==> src/sv/flv_tag_segmenter_unit_defines.svh <==
// Assertion macros for the file that checks its own logic.
`ifndef FLV_TAG_SEGMENTER_UNIT_DEFINES_SVH
`define FLV_TAG_SEGMENTER_UNIT_DEFINES_SVH

// The consequent must hold in the same cycle as the antecedent.
`define FTS_ASSERT_NOW(lbl, clk, rstn, ante, cons) \
  lbl: assert property (@(posedge clk) disable iff (!(rstn)) (ante) |-> (cons)) \
    else $error("fts assertion failed");

// The consequent must hold in the cycle after the antecedent.
`define FTS_ASSERT_NEXT(lbl, clk, rstn, ante, cons) \
  lbl: assert property (@(posedge clk) disable iff (!(rstn)) (ante) |=> (cons)) \
    else $error("fts assertion failed");

`endif

==> src/sv/fts_pkg.sv <==
package fts_pkg;

  localparam int unsigned POS_W      = 25;
  localparam int unsigned SIZE_W     = 24;
  localparam int unsigned REC_W      = 25;
  localparam int unsigned HDR_W      = 26;
  localparam int unsigned TIME_W     = 33;
  localparam int unsigned NAME_W     = 40;
  localparam int unsigned SEC_W      = 16;
  localparam int unsigned THR_W      = 26;
  localparam int unsigned CFG_DATA_W = 40;

  localparam logic [POS_W-1:0] FILE_HEAD_LAST = POS_W'(12);
  localparam logic [POS_W-1:0] TAG_END_MIN    = POS_W'(14);
  localparam logic [REC_W-1:0] FILE_HEAD_LEN  = REC_W'(13);
  localparam logic [REC_W-1:0] TAG_OVERHEAD   = REC_W'(15);

  localparam logic [7:0] TYPE_AUDIO = 8'd8;
  localparam logic [7:0] TYPE_VIDEO = 8'd9;
  localparam logic [7:0] TYPE_META  = 8'd18;
  localparam logic [3:0] CODEC_AVC  = 4'd7;
  localparam logic [3:0] SOUND_AAC  = 4'd10;
  localparam logic [3:0] FRAME_KEY  = 4'd1;
  localparam logic [7:0] PKT_SEQ_HEADER = 8'd0;

  localparam logic [SEC_W-1:0] DEFAULT_SECONDS = SEC_W'(5);
  localparam logic [THR_W-1:0] MS_PER_SEC      = THR_W'(1000);

  localparam logic CFG_SEGMENT_SECONDS = 1'b0;
  localparam logic CFG_START_NAME      = 1'b1;

  typedef enum logic [2:0] {
    DISP_FILE_HEAD   = 3'd0,
    DISP_VIDEO_SEQ   = 3'd1,
    DISP_AUDIO_SEQ   = 3'd2,
    DISP_META        = 3'd3,
    DISP_WRITE       = 3'd4,
    DISP_HDR_WRITE   = 3'd5,
    DISP_NEW_SEGMENT = 3'd6
  } disp_t;

  typedef struct packed {
    logic              head_done;
    logic              tag_done;
    logic [7:0]        tag_code;
    logic [SIZE_W-1:0] body_size;
    logic [31:0]       timestamp;
    logic [7:0]        flag;
    logic [7:0]        pkt;
    logic [23:0]       cts;
  } frame_t;

  typedef struct packed {
    logic [2:0]        disposition;
    logic [7:0]        tag_code;
    logic [SIZE_W-1:0] body_size;
    logic [REC_W-1:0]  record_length;
    logic [TIME_W-1:0] tag_time;
    logic              key_frame;
    logic [HDR_W-1:0]  header_length;
    logic [NAME_W-1:0] segment_name;
  } result_t;

  typedef struct packed {
    logic                  en;
    logic                  index;
    logic [CFG_DATA_W-1:0] data;
  } cfg_wr_t;

endpackage

==> src/sv/fts_ifs.sv <==
interface fts_byte_if;
  logic       valid;
  logic       ready;
  logic [7:0] data_byte;
  modport source (output valid, output data_byte, input ready);
  modport sink (input valid, input data_byte, output ready);
endinterface

interface fts_result_if;
  logic         valid;
  logic         ready;
  logic [2:0]   disposition;
  logic [7:0]   tag_code;
  logic [23:0]  body_size;
  logic [24:0]  record_length;
  logic [32:0]  tag_time;
  logic         key_frame;
  logic [25:0]  header_length;
  logic [39:0]  segment_name;
  modport source (output valid, output disposition, output tag_code, output body_size,
                  output record_length, output tag_time, output key_frame,
                  output header_length, output segment_name, input ready);
  modport sink (input valid, input disposition, input tag_code, input body_size,
                input record_length, input tag_time, input key_frame,
                input header_length, input segment_name, output ready);
endinterface

interface fts_cfg_if;
  logic        valid;
  logic        ready;
  logic        index;
  logic [39:0] data;
  modport source (output valid, output index, output data, input ready);
  modport sink (input valid, input index, input data, output ready);
endinterface

==> src/sv/fts_in_reg.sv <==
module fts_in_reg
  import fts_pkg::*;
(
  input  logic       clk,
  input  logic       rst_n,
  input  logic       in_valid,
  output logic       in_ready,
  input  logic [7:0] in_byte,
  input  logic       fire,
  output logic       hold_valid,
  output logic [7:0] hold_byte
);

  logic       vld_r;
  logic [7:0] byte_r;

  // The stage can take a beat when it is empty or drains in this cycle.
  assign in_ready   = !vld_r || fire;
  assign hold_valid = vld_r;
  assign hold_byte  = byte_r;

  always_ff @(posedge clk) begin
    if (!rst_n) begin
      vld_r <= 1'b0;
    end else if (in_ready) begin
      vld_r <= in_valid;
    end
  end

  always_ff @(posedge clk) begin
    if (in_ready && in_valid) begin
      byte_r <= in_byte;
    end
  end

endmodule

==> src/sv/fts_framer.sv <==
module fts_framer
  import fts_pkg::*;
(
  input  logic       clk,
  input  logic       rst_n,
  input  logic       fire,
  input  logic [7:0] data_byte,
  output frame_t     frame
);

  logic              in_head_r;
  logic [POS_W-1:0]  pos_r, pos_nxt;
  logic [7:0]        type_r, type_nxt;
  logic [SIZE_W-1:0] size_r, size_nxt;
  logic [31:0]       ts_r, ts_nxt;
  logic [39:0]       fb_r, fb_nxt;
  logic              head_done, tag_done;

  // Field capture including the current byte, so the last byte of a short
  // record still lands in the flag, packet type and cts fields.
  always_comb begin
    type_nxt = type_r;
    size_nxt = size_r;
    ts_nxt   = ts_r;
    fb_nxt   = fb_r;
    if (!in_head_r) begin
      priority if (pos_r == POS_W'(0)) begin
        type_nxt = data_byte;
        size_nxt = '0;
        ts_nxt   = '0;
        fb_nxt   = '0;
      end else if (pos_r <= POS_W'(3)) begin
        size_nxt = {size_r[15:0], data_byte};
      end else if (pos_r == POS_W'(4)) begin
        ts_nxt[23:16] = ts_r[23:16] | data_byte;
      end else if (pos_r == POS_W'(5)) begin
        ts_nxt[15:8] = ts_r[15:8] | data_byte;
      end else if (pos_r == POS_W'(6)) begin
        ts_nxt[7:0] = ts_r[7:0] | data_byte;
      end else if (pos_r == POS_W'(7)) begin
        ts_nxt[31:24] = ts_r[31:24] | data_byte;
      end else if (pos_r == POS_W'(11)) begin
        fb_nxt[39:32] = fb_r[39:32] | data_byte;
      end else if (pos_r == POS_W'(12)) begin
        fb_nxt[31:24] = fb_r[31:24] | data_byte;
      end else if (pos_r == POS_W'(13)) begin
        fb_nxt[23:16] = fb_r[23:16] | data_byte;
      end else if (pos_r == POS_W'(14)) begin
        fb_nxt[15:8] = fb_r[15:8] | data_byte;
      end else if (pos_r == POS_W'(15)) begin
        fb_nxt[7:0] = fb_r[7:0] | data_byte;
      end else begin
        fb_nxt = fb_r;
      end
    end
  end

  assign head_done = in_head_r && (pos_r >= FILE_HEAD_LAST);
  // The tag record ends on its last trailer byte, at position size plus 14.
  assign tag_done  = !in_head_r && (pos_r >= TAG_END_MIN) &&
                     (pos_r == ({1'b0, size_r} + TAG_END_MIN));

  always_comb begin
    if (head_done || tag_done) begin
      pos_nxt = '0;
    end else begin
      pos_nxt = pos_r + POS_W'(1);
    end
  end

  assign frame.head_done = head_done;
  assign frame.tag_done  = tag_done;
  assign frame.tag_code  = type_nxt;
  assign frame.body_size = size_nxt;
  assign frame.timestamp = ts_nxt;
  assign frame.flag      = fb_nxt[39:32];
  assign frame.pkt       = fb_nxt[31:24];
  assign frame.cts       = fb_nxt[23:0];

  always_ff @(posedge clk) begin
    if (!rst_n) begin
      in_head_r <= 1'b1;
      pos_r     <= '0;
      type_r    <= '0;
      size_r    <= '0;
      ts_r      <= '0;
      fb_r      <= '0;
    end else if (fire) begin
      if (head_done) begin
        in_head_r <= 1'b0;
      end
      pos_r  <= pos_nxt;
      type_r <= type_nxt;
      size_r <= size_nxt;
      ts_r   <= ts_nxt;
      fb_r   <= fb_nxt;
    end
  end

endmodule

==> src/sv/fts_tag_class.sv <==
module fts_tag_class
  import fts_pkg::*;
(
  input  logic    clk,
  input  logic    rst_n,
  input  logic    fire,
  input  frame_t  frame,
  input  cfg_wr_t cfg_wr,
  output result_t result
);

  logic [SEC_W-1:0]  eff_r;
  logic [THR_W-1:0]  thr_r;
  logic [HDR_W-1:0]  hdr_len_r, hdr_len_nxt;
  logic [2:0]        found_r, found_nxt;
  logic              hdr_written_r, hdr_written_nxt;
  logic [TIME_W-1:0] last_cut_r, last_cut_nxt;
  logic              cut_valid_r, cut_valid_nxt;
  logic [NAME_W-1:0] name_r, name_nxt;

  logic [SEC_W-1:0]  cfg_eff;
  logic [REC_W-1:0]  rec;
  logic              is_video, is_avc, key;
  logic [TIME_W-1:0] t;
  logic [TIME_W:0]   cut_limit;
  logic              cut;
  disp_t             disp;

  assign cfg_eff   = (cfg_wr.data[SEC_W-1:0] == '0) ? DEFAULT_SECONDS
                                                     : cfg_wr.data[SEC_W-1:0];
  assign rec       = REC_W'(frame.body_size) + TAG_OVERHEAD;
  assign is_video  = (frame.tag_code == TYPE_VIDEO);
  assign is_avc    = is_video && (frame.flag[3:0] == CODEC_AVC);
  assign key       = is_avc && (frame.flag[7:4] == FRAME_KEY);
  assign t         = TIME_W'(frame.timestamp) + (is_avc ? TIME_W'(frame.cts) : '0);
  assign cut_limit = {1'b0, last_cut_r} + (TIME_W+1)'(thr_r);
  assign cut       = key && cut_valid_r && ({1'b0, t} >= cut_limit);

  always_comb begin
    hdr_len_nxt     = hdr_len_r;
    found_nxt       = found_r;
    hdr_written_nxt = hdr_written_r;
    last_cut_nxt    = last_cut_r;
    cut_valid_nxt   = cut_valid_r;
    name_nxt        = name_r;
    disp            = DISP_WRITE;
    priority if (is_avc && !found_r[0] && frame.pkt == PKT_SEQ_HEADER) begin
      disp         = DISP_VIDEO_SEQ;
      found_nxt[0] = 1'b1;
      hdr_len_nxt  = hdr_len_r + HDR_W'(rec);
    end else if (frame.tag_code == TYPE_AUDIO && frame.flag[7:4] == SOUND_AAC &&
                 !found_r[1] && frame.pkt == PKT_SEQ_HEADER) begin
      disp         = DISP_AUDIO_SEQ;
      found_nxt[1] = 1'b1;
      hdr_len_nxt  = hdr_len_r + HDR_W'(rec);
    end else if (frame.tag_code == TYPE_META && !found_r[2]) begin
      disp         = DISP_META;
      found_nxt[2] = 1'b1;
      hdr_len_nxt  = hdr_len_r + HDR_W'(rec);
    end else begin
      hdr_written_nxt = 1'b1;
      disp            = hdr_written_r ? DISP_WRITE : DISP_HDR_WRITE;
      if (is_video) begin
        // The first written video tag sets the cut reference.
        if (!cut_valid_r) begin
          last_cut_nxt  = t;
          cut_valid_nxt = 1'b1;
        end
        if (cut) begin
          name_nxt     = name_r + NAME_W'(eff_r);
          last_cut_nxt = t;
          disp         = DISP_NEW_SEGMENT;
        end
      end
    end
  end

  always_comb begin
    if (frame.head_done) begin
      result.disposition   = DISP_FILE_HEAD;
      result.tag_code      = '0;
      result.body_size     = '0;
      result.record_length = FILE_HEAD_LEN;
      result.tag_time      = '0;
      result.key_frame     = 1'b0;
      result.header_length = hdr_len_r;
      result.segment_name  = name_r;
    end else begin
      result.disposition   = disp;
      result.tag_code      = frame.tag_code;
      result.body_size     = frame.body_size;
      result.record_length = rec;
      result.tag_time      = t;
      result.key_frame     = key;
      result.header_length = hdr_len_nxt;
      result.segment_name  = name_nxt;
    end
  end

  always_ff @(posedge clk) begin
    if (!rst_n) begin
      eff_r         <= DEFAULT_SECONDS;
      thr_r         <= THR_W'(DEFAULT_SECONDS) * MS_PER_SEC;
      hdr_len_r     <= HDR_W'(FILE_HEAD_LEN);
      found_r       <= '0;
      hdr_written_r <= 1'b0;
      last_cut_r    <= '0;
      cut_valid_r   <= 1'b0;
      name_r        <= '0;
    end else if (cfg_wr.en) begin
      if (cfg_wr.index == CFG_SEGMENT_SECONDS) begin
        eff_r <= cfg_eff;
        thr_r <= THR_W'(cfg_eff) * MS_PER_SEC;
      end else begin
        name_r <= cfg_wr.data[NAME_W-1:0];
      end
    end else if (fire && frame.tag_done) begin
      hdr_len_r     <= hdr_len_nxt;
      found_r       <= found_nxt;
      hdr_written_r <= hdr_written_nxt;
      last_cut_r    <= last_cut_nxt;
      cut_valid_r   <= cut_valid_nxt;
      name_r        <= name_nxt;
    end
  end

endmodule

==> src/sv/flv_tag_segmenter_unit.sv <==
// Each byte beat is held in the input register, each result in the output register.
// Throughput: one byte beat per cycle, sustained; the classify stage only pauses
// when a result is due and the output register is still full.
// Reset: rst_n is synchronous, active low; it empties both stages, restores the
// file-head skip, segment length 5 s and segment name 0.
`include "flv_tag_segmenter_unit_defines.svh"

module flv_tag_segmenter_unit
  import fts_pkg::*;
(
  input  logic clk,
  input  logic rst_n,
  fts_byte_if.sink     in_s,
  fts_result_if.source out_m,
  fts_cfg_if.sink      cfg_s
);

  // Stage one is a plain input register. Stage two holds the framing and
  // classification state; its combinational logic turns the registered byte
  // into the next state and, on the last byte of a record, into a result.
  logic       hold_valid;
  logic [7:0] hold_byte;
  logic       in_ready;
  logic       fire;
  logic       has_result;
  logic       out_free;
  frame_t     frame;
  result_t    result;
  cfg_wr_t    cfg_wr;

  logic    out_valid_r;
  result_t out_res_r;

  // The config port never stalls; the user must write only while idle (unchecked).
  assign cfg_s.ready = 1'b1;
  assign cfg_wr.en    = cfg_s.valid;
  assign cfg_wr.index = cfg_s.index;
  assign cfg_wr.data  = cfg_s.data;

  assign has_result = frame.head_done || frame.tag_done;
  assign out_free   = !out_valid_r || out_m.ready;
  // A byte that completes nothing moves on even while a result waits.
  assign fire       = hold_valid && (!has_result || out_free);

  fts_in_reg u_in_reg (
    .clk        (clk),
    .rst_n      (rst_n),
    .in_valid   (in_s.valid),
    .in_ready   (in_ready),
    .in_byte    (in_s.data_byte),
    .fire       (fire),
    .hold_valid (hold_valid),
    .hold_byte  (hold_byte)
  );

  assign in_s.ready = in_ready;

  fts_framer u_framer (
    .clk       (clk),
    .rst_n     (rst_n),
    .fire      (fire),
    .data_byte (hold_byte),
    .frame     (frame)
  );

  fts_tag_class u_tag_class (
    .clk    (clk),
    .rst_n  (rst_n),
    .fire   (fire),
    .frame  (frame),
    .cfg_wr (cfg_wr),
    .result (result)
  );

  // Output register: it separates the result beat from the input side.
  always_ff @(posedge clk) begin
    if (!rst_n) begin
      out_valid_r <= 1'b0;
    end else if (fire && has_result) begin
      out_valid_r <= 1'b1;
    end else if (out_m.ready) begin
      out_valid_r <= 1'b0;
    end
  end

  always_ff @(posedge clk) begin
    if (fire && has_result) begin
      out_res_r <= result;
    end
  end

  assign out_m.valid         = out_valid_r;
  assign out_m.disposition   = out_res_r.disposition;
  assign out_m.tag_code      = out_res_r.tag_code;
  assign out_m.body_size     = out_res_r.body_size;
  assign out_m.record_length = out_res_r.record_length;
  assign out_m.tag_time      = out_res_r.tag_time;
  assign out_m.key_frame     = out_res_r.key_frame;
  assign out_m.header_length = out_res_r.header_length;
  assign out_m.segment_name  = out_res_r.segment_name;

  // A new segment is only ever opened on a keyframe.
  `FTS_ASSERT_NOW(a_cut_on_key, clk, rst_n,
    out_valid_r && out_res_r.disposition == DISP_NEW_SEGMENT, out_res_r.key_frame)
  // Every tag record spans its header, body and trailer.
  `FTS_ASSERT_NOW(a_rec_len, clk, rst_n,
    out_valid_r && out_res_r.disposition != DISP_FILE_HEAD,
    out_res_r.record_length == (REC_W'(out_res_r.body_size) + TAG_OVERHEAD))
  // A byte held back by a full output stays in the input register unchanged.
  `FTS_ASSERT_NEXT(a_hold_byte, clk, rst_n,
    hold_valid && !fire, hold_valid && $stable(hold_byte))

endmodule

==> src/flat_wrapper.sv <==
// flat-port wrapper written by rule: the top's interface ports become plain ports
module flv_tag_segmenter_unit_flat import fts_pkg::*;
  (clk, rst_n, in_s_valid, in_s_data_byte, in_s_ready, out_m_valid, out_m_disposition, out_m_tag_code, out_m_body_size, out_m_record_length, out_m_tag_time, out_m_key_frame, out_m_header_length, out_m_segment_name, out_m_ready, cfg_s_valid, cfg_s_index, cfg_s_data, cfg_s_ready);
  fts_byte_if in_s_i ();
  fts_result_if out_m_i ();
  fts_cfg_if cfg_s_i ();
  input  logic clk;
  input  logic rst_n;
  input wire logic [$bits(in_s_i.valid)-1:0] in_s_valid;
  input wire logic [$bits(in_s_i.data_byte)-1:0] in_s_data_byte;
  output wire logic [$bits(in_s_i.ready)-1:0] in_s_ready;
  output wire logic [$bits(out_m_i.valid)-1:0] out_m_valid;
  output wire logic [$bits(out_m_i.disposition)-1:0] out_m_disposition;
  output wire logic [$bits(out_m_i.tag_code)-1:0] out_m_tag_code;
  output wire logic [$bits(out_m_i.body_size)-1:0] out_m_body_size;
  output wire logic [$bits(out_m_i.record_length)-1:0] out_m_record_length;
  output wire logic [$bits(out_m_i.tag_time)-1:0] out_m_tag_time;
  output wire logic [$bits(out_m_i.key_frame)-1:0] out_m_key_frame;
  output wire logic [$bits(out_m_i.header_length)-1:0] out_m_header_length;
  output wire logic [$bits(out_m_i.segment_name)-1:0] out_m_segment_name;
  input wire logic [$bits(out_m_i.ready)-1:0] out_m_ready;
  input wire logic [$bits(cfg_s_i.valid)-1:0] cfg_s_valid;
  input wire logic [$bits(cfg_s_i.index)-1:0] cfg_s_index;
  input wire logic [$bits(cfg_s_i.data)-1:0] cfg_s_data;
  output wire logic [$bits(cfg_s_i.ready)-1:0] cfg_s_ready;
  assign in_s_i.valid = in_s_valid;
  assign in_s_i.data_byte = in_s_data_byte;
  assign in_s_ready = in_s_i.ready;
  assign out_m_valid = out_m_i.valid;
  assign out_m_disposition = out_m_i.disposition;
  assign out_m_tag_code = out_m_i.tag_code;
  assign out_m_body_size = out_m_i.body_size;
  assign out_m_record_length = out_m_i.record_length;
  assign out_m_tag_time = out_m_i.tag_time;
  assign out_m_key_frame = out_m_i.key_frame;
  assign out_m_header_length = out_m_i.header_length;
  assign out_m_segment_name = out_m_i.segment_name;
  assign out_m_i.ready = out_m_ready;
  assign cfg_s_i.valid = cfg_s_valid;
  assign cfg_s_i.index = cfg_s_index;
  assign cfg_s_i.data = cfg_s_data;
  assign cfg_s_ready = cfg_s_i.ready;
  flv_tag_segmenter_unit u_core (.clk(clk), .rst_n(rst_n), .in_s(in_s_i), .out_m(out_m_i), .cfg_s(cfg_s_i));
endmodule
==> config.mk <==
export PLATFORM = sky130hd
export DESIGN_NAME = flv_tag_segmenter_unit_flat
export DESIGN_NICKNAME = d
export VERILOG_FILES = /design/src/sv/fts_pkg.sv /design/src/sv/fts_ifs.sv /design/src/sv/fts_in_reg.sv /design/src/sv/fts_framer.sv /design/src/sv/fts_tag_class.sv /design/src/sv/flv_tag_segmenter_unit.sv /design/src/flat_wrapper.sv
export VERILOG_INCLUDE_DIRS = /design/src /design/src/sv
export SDC_FILE = /design/constraint.sdc
export NUM_CORES = 1
export LEC_CHECK = 0
export BUFFER_PORTS_ARGS = -buffer_cell sky130_fd_sc_hd__buf_2
export CAP_MARGIN = 40
export CORE_MARGIN = 5
export CORE_UTILIZATION = 32
export CTS_CLUSTER_DIAMETER = 120
export CTS_CLUSTER_SIZE = 16
export DETAILED_ROUTE_END_ITERATION = 12
export PLACE_DENSITY_LB_ADDON = 0.05
export SLEW_MARGIN = 15
export SYNTH_ARGS = -nofsm -noshare
export SYNTH_HDL_FRONTEND = slang
export SYNTH_SLANG_ARGS = --single-unit
==> constraint.sdc <==
create_clock -name clk -period 18.3 [get_ports clk]
set_clock_uncertainty 0.2 [all_clocks]
set_input_delay 0.915 -clock clk [delete_from_list [all_inputs] [get_ports clk]]
set_output_delay 0.915 -clock clk [all_outputs]
set_load 0.05 [all_outputs]
==> results.md <==
- Hold Vio Cnt, Final: 0
- Mapped Nets: around 3.5k
- Root Driver: clkbuf_16
- Seq pwr share: 44.0%
- Synth top area cells: dfxtp_1 19%, edfxtp_1 18%, ha_1 8.2%
- Pin count of the biggest net entering global routing: 73
- P_leak: 0.0128 uW
- Largest vdd supply drop: 0.0000653 V
- First-pass GRT wire length: 150 mm
- Mapped Cells: 3180
- Origin of the critical flop-to-flop path: u_core.u_framer.pos_r[0]
- Ys flop type: dfxtp_1
- CP Launch Type: flip-flop
- R2R cell count: 32
- Worst rel slew slack: 37.2%
- Final Max Tran Viols: 0
- DRT Wirelength: 99.0 mm
- Crit path largest cell delay: 700 ps
- Residual DRC count: 0
- Row cnt: between 100 and 150
- Setup repair after global routing missed its margin: false
- # port buffers: 215
- Initial Utilization: 32.2%
- FF+latch count, synth: 441
- DP Cell Count: 4419
- Tot GR Track Use: 20.2%
- Vias in the first global route: 23.7k
- Worst reg-to-reg setup slack: 8320 ps
- Initial antenna violation count: 4
- WL/cell: 22.1 um
- Ys Warns: 0
- Buffer and inverter count on the worst path: 6
- Core Box Area: 88400 um^2
- H-tree levels: 2
- Switching Share: 32.7%
- FF/Latch Area: around 11000 um^2
- Syn avg cell area: 8.96 um^2
- DRT iter0 DRCs: 1434
- Ys async rst share: 0%
- Global route overflow: 0
- Final Critical Period: 9980 ps
- Post-CTS Setup Bufs: 0
- Unique masters post-synth: 95
- Power share of the clock group: 30.3%
- # hold bufs at CTS: 0
- Post-synth EDFFs: 168
- HPWL Detailed: 74.7 mm
- Synth-to-Final Area Change: 11.2%
- Highest-delay cell along the critical path: nor4_4
- Layout net count: 3587
- Filler Cell Count: 9156
- Hold path start: u_core.u_tag_class.eff_r[6]
- Drt pass-1 iters: 5
- # Max-Cap Violations: 0
- Yosys top cell area share: 19.2%
- Chip Width: 308 um
- Clk sinks: between 400 and 500
- P_sw: 803 uW
- Setup violators final: 0
- P_int: approximately 1700 uW
- TritonCTS buffer count: 34
- Kind of cell adding the most delay to the critical path: simple AND/OR/NAND/NOR gates
- Post-cts gate resize count: 0
- Crit Reg-Reg Endpoint: u_core.out_m.segment_name[35]
- Clk pin slew, worst setup/hold paths: 80 ps
- Routed vias: about 24k
- Final period utilization: a little over half
- RD Place Congestion: roughly 0.9
- Die Footprint: between 90000 and 100000 um^2
- Dominant cell type by area after synthesis: dfxtp_1
- Final cell count without fillers: around 4.5k
- Via density: 5.36
- Worst EP arrival: 10110 ps
- Hold Crit Class: flip-flop to flip-flop
- Worst slew pin tran: approximately 930 ps
- I/O pins: 217
- Power Density: 77.5 nW/um^2
- Area occupied by multi-input gates: 16700 um^2
- Cell Area, Synth: 28500 um^2
- WP data required: roughly 18000 ps
- Critical path class: flip-flop to flip-flop
- Post-synthesis sequential area ratio: ~37%
- Logic gate share of total power: between 20% and 30%
- Worst-path fanout max: 21
- Setup_tns: 0 ps
- F_max: around 100 MHz
- Antenna-violating nets left: 0
- Hold depth: 2
- Status: finished clean
- Critical path endpoint category: flip-flop
- Max Buffers Root-to-Sink: 3
- Hold Path End: u_core.u_tag_class.eff_r[6]
- CTS tree: yes
- Share of cells above drive strength 1: 12.5%
- Clk_lat worst skew: 590 ps
- Die height: 308 um
- Antenna cells: 0
-- layer usage --
metal,wire length (um),track usage [%]
met1,44600,27.2
met2,47800,35.0
met3,4520,2.73
met4,2000,4.25
met5,26,0
-- registers in the layout (all words and copies together) (netlist names), 26 cells and up --
register,cells
u_core.u_tag_class.last_cut_r,33
u_core.u_framer.ts_r,32
u_core.u_framer.fb_r,40
u_core.out_m.segment_name,40
u_core.u_tag_class.hdr_len_r,26
u_core.out_m.tag_time,33
u_core.out_m.header_length,26
u_core.u_tag_class.name_r,40
-- Yosys cell counts, types with 20 or more instances --
| master | instances |
|---|---|
| nor2_1 | 365 |
| dfxtp_1 | 273 |
| a21oi_1 | 262 |
| nand2_1 | 243 |
| ha_1 | 186 |
| edfxtp_1 | 168 |
| clkbuf_1 | 138 |
| inv_1 | 138 |
| xnor2_1 | 121 |
| o21ai_0 | 98 |
| nand3_1 | 89 |
| mux2i_1 | 75 |
| and2_1 | 69 |
| xor2_1 | 66 |
| nor3_1 | 63 |
| fa_1 | 55 |
| a21o_1 | 51 |
| nand4_1 | 50 |
| and3_1 | 49 |
| a211oi_1 | 46 |
| nor4_1 | 42 |
| a31oi_1 | 39 |
| or2_2 | 33 |
| nand2b_1 | 29 |
| o21a_1 | 29 |
| a22oi_1 | 27 |
| or3_1 | 26 |
| o211ai_1 | 25 |
| nor2b_1 | 23 |
| mux2_2 | 22 |
| buf_2 | 20 |
-- how the worst max path moves through the flow --
stage                        startpoint                            end  slack (ps)  cells past startpoint
4_1_cts        u_core.u_framer.pos_r[0]  u_core.out_m.segment_name[12]        8380                     33
5_1_grt        u_core.u_framer.pos_r[0]  u_core.out_m.segment_name[39]        7760                     33
3_5_place_dp   u_core.u_framer.pos_r[0]  u_core.out_m.segment_name[31]        8410                     33
3_3_place_gp   u_core.u_framer.pos_r[0]  u_core.out_m.segment_name[33]        8100                     31
6_report       u_core.u_framer.pos_r[0]  u_core.out_m.segment_name[35]        8320                     32
2_1_floorplan  u_core.u_framer.pos_r[0]  u_core.out_m.segment_name[31]       10270                     36
-- cells in the final DEF (no fill, tap or decap), drive strengths merged, types with 8 or more instances in the layout --
master,n
inv,145
edfxtp,168
buf,260
fa,55
xnor2,121
nand3,89
nor2b,23
clkbuf,55
o21bai,16
o221a,12
o21a,29
a31oi,39
and3,49
dfxtp,273
or3,26
or2,34
o31a,15
and4,17
nor4,50
xor2,66
o41ai,8
nor3,66
a22oi,27
mux2,22
a21oi,262
mux2i,75
a22o,16
nor2,367
ha,186
o211ai,25
or4,14
a211oi,46
nand4,52
o21ai,100
a21o,51
o31ai,11
and2,69
nand2,243
nand2b,29
-- power groups by stage --
stage / Combinational [uW] / Sequential [uW] / Clock, uW
3_5_place_dp: 636 / 1100 / 0
5_1_grt: 711 / 1080 / 810
6_report: 630 / 1080 / 744
3_3_place_gp: 633 / 1100 / 0
4_1_cts: 642 / 1080 / 776
2_1_floorplan: 467 / 1080 / 0
-- area by class of cell --
class | instances | share of cell area, %
inverters | 140 | 1.68
repair buffers | 263 | 4.74
multi-input cells | 2412 | 52.7
clock inverters | 6 | 0.190
well taps | 1165 | 4.60
flip-flops and latches | 441 | 33.2
clock buffers | 54 | 2.92
-- per-stage QoR --
| stage | instance area [um^2] | worst slack, ps | total power, uW | util (%) | hold slack [ps] |
|---|---|---|---|---|---|
| final | 31700 | 8320 | 2450 | 35.8 | 265 |
| after global routing | 31700 | 7760 | 2600 | 35.8 | 286 |
| after CTS | 31600 | 8380 | 2500 | 35.8 | 266 |
| after detailed placement | 30700 | 8410 | 1740 | 34.7 | 252 |
| after global placement | 30500 | 8100 | 1740 | 34.5 | 244 |
| after floorplan | 28500 | 10270 | 1540 | - | 232 |
-- worst register-to-register path, delay by kind of cell, from the launching register on --
kind,cells,cell delay [ps]
buffers and inverters,6,860
AOI/OAI and AO/OA,10,2620
DFF,1,390
xor gates and xnor gates,2,570
and+or+nand+nor,11,4050
adders and majority gates,3,1070
-- logic make-up (layout without fill, tap and decap cells) --
group | after synthesis | count (layout) | share of synthesized area (%)
muxes | 97 | 97 | 3.51
other | 1 | 1 | 0.0132
xor gates and xnor gates | 187 | 187 | 5.75
DFF | 441 | 441 | 36.9
AOI/OAI and AO/OA | 739 | 739 | 17.1
buffers and inverters | 327 | 463 | 4.67
and+or+nand+nor | 1147 | 1147 | 20.1
adders and majority gates | 241 | 241 | 12.0
(Power assumes the default switching activity.)
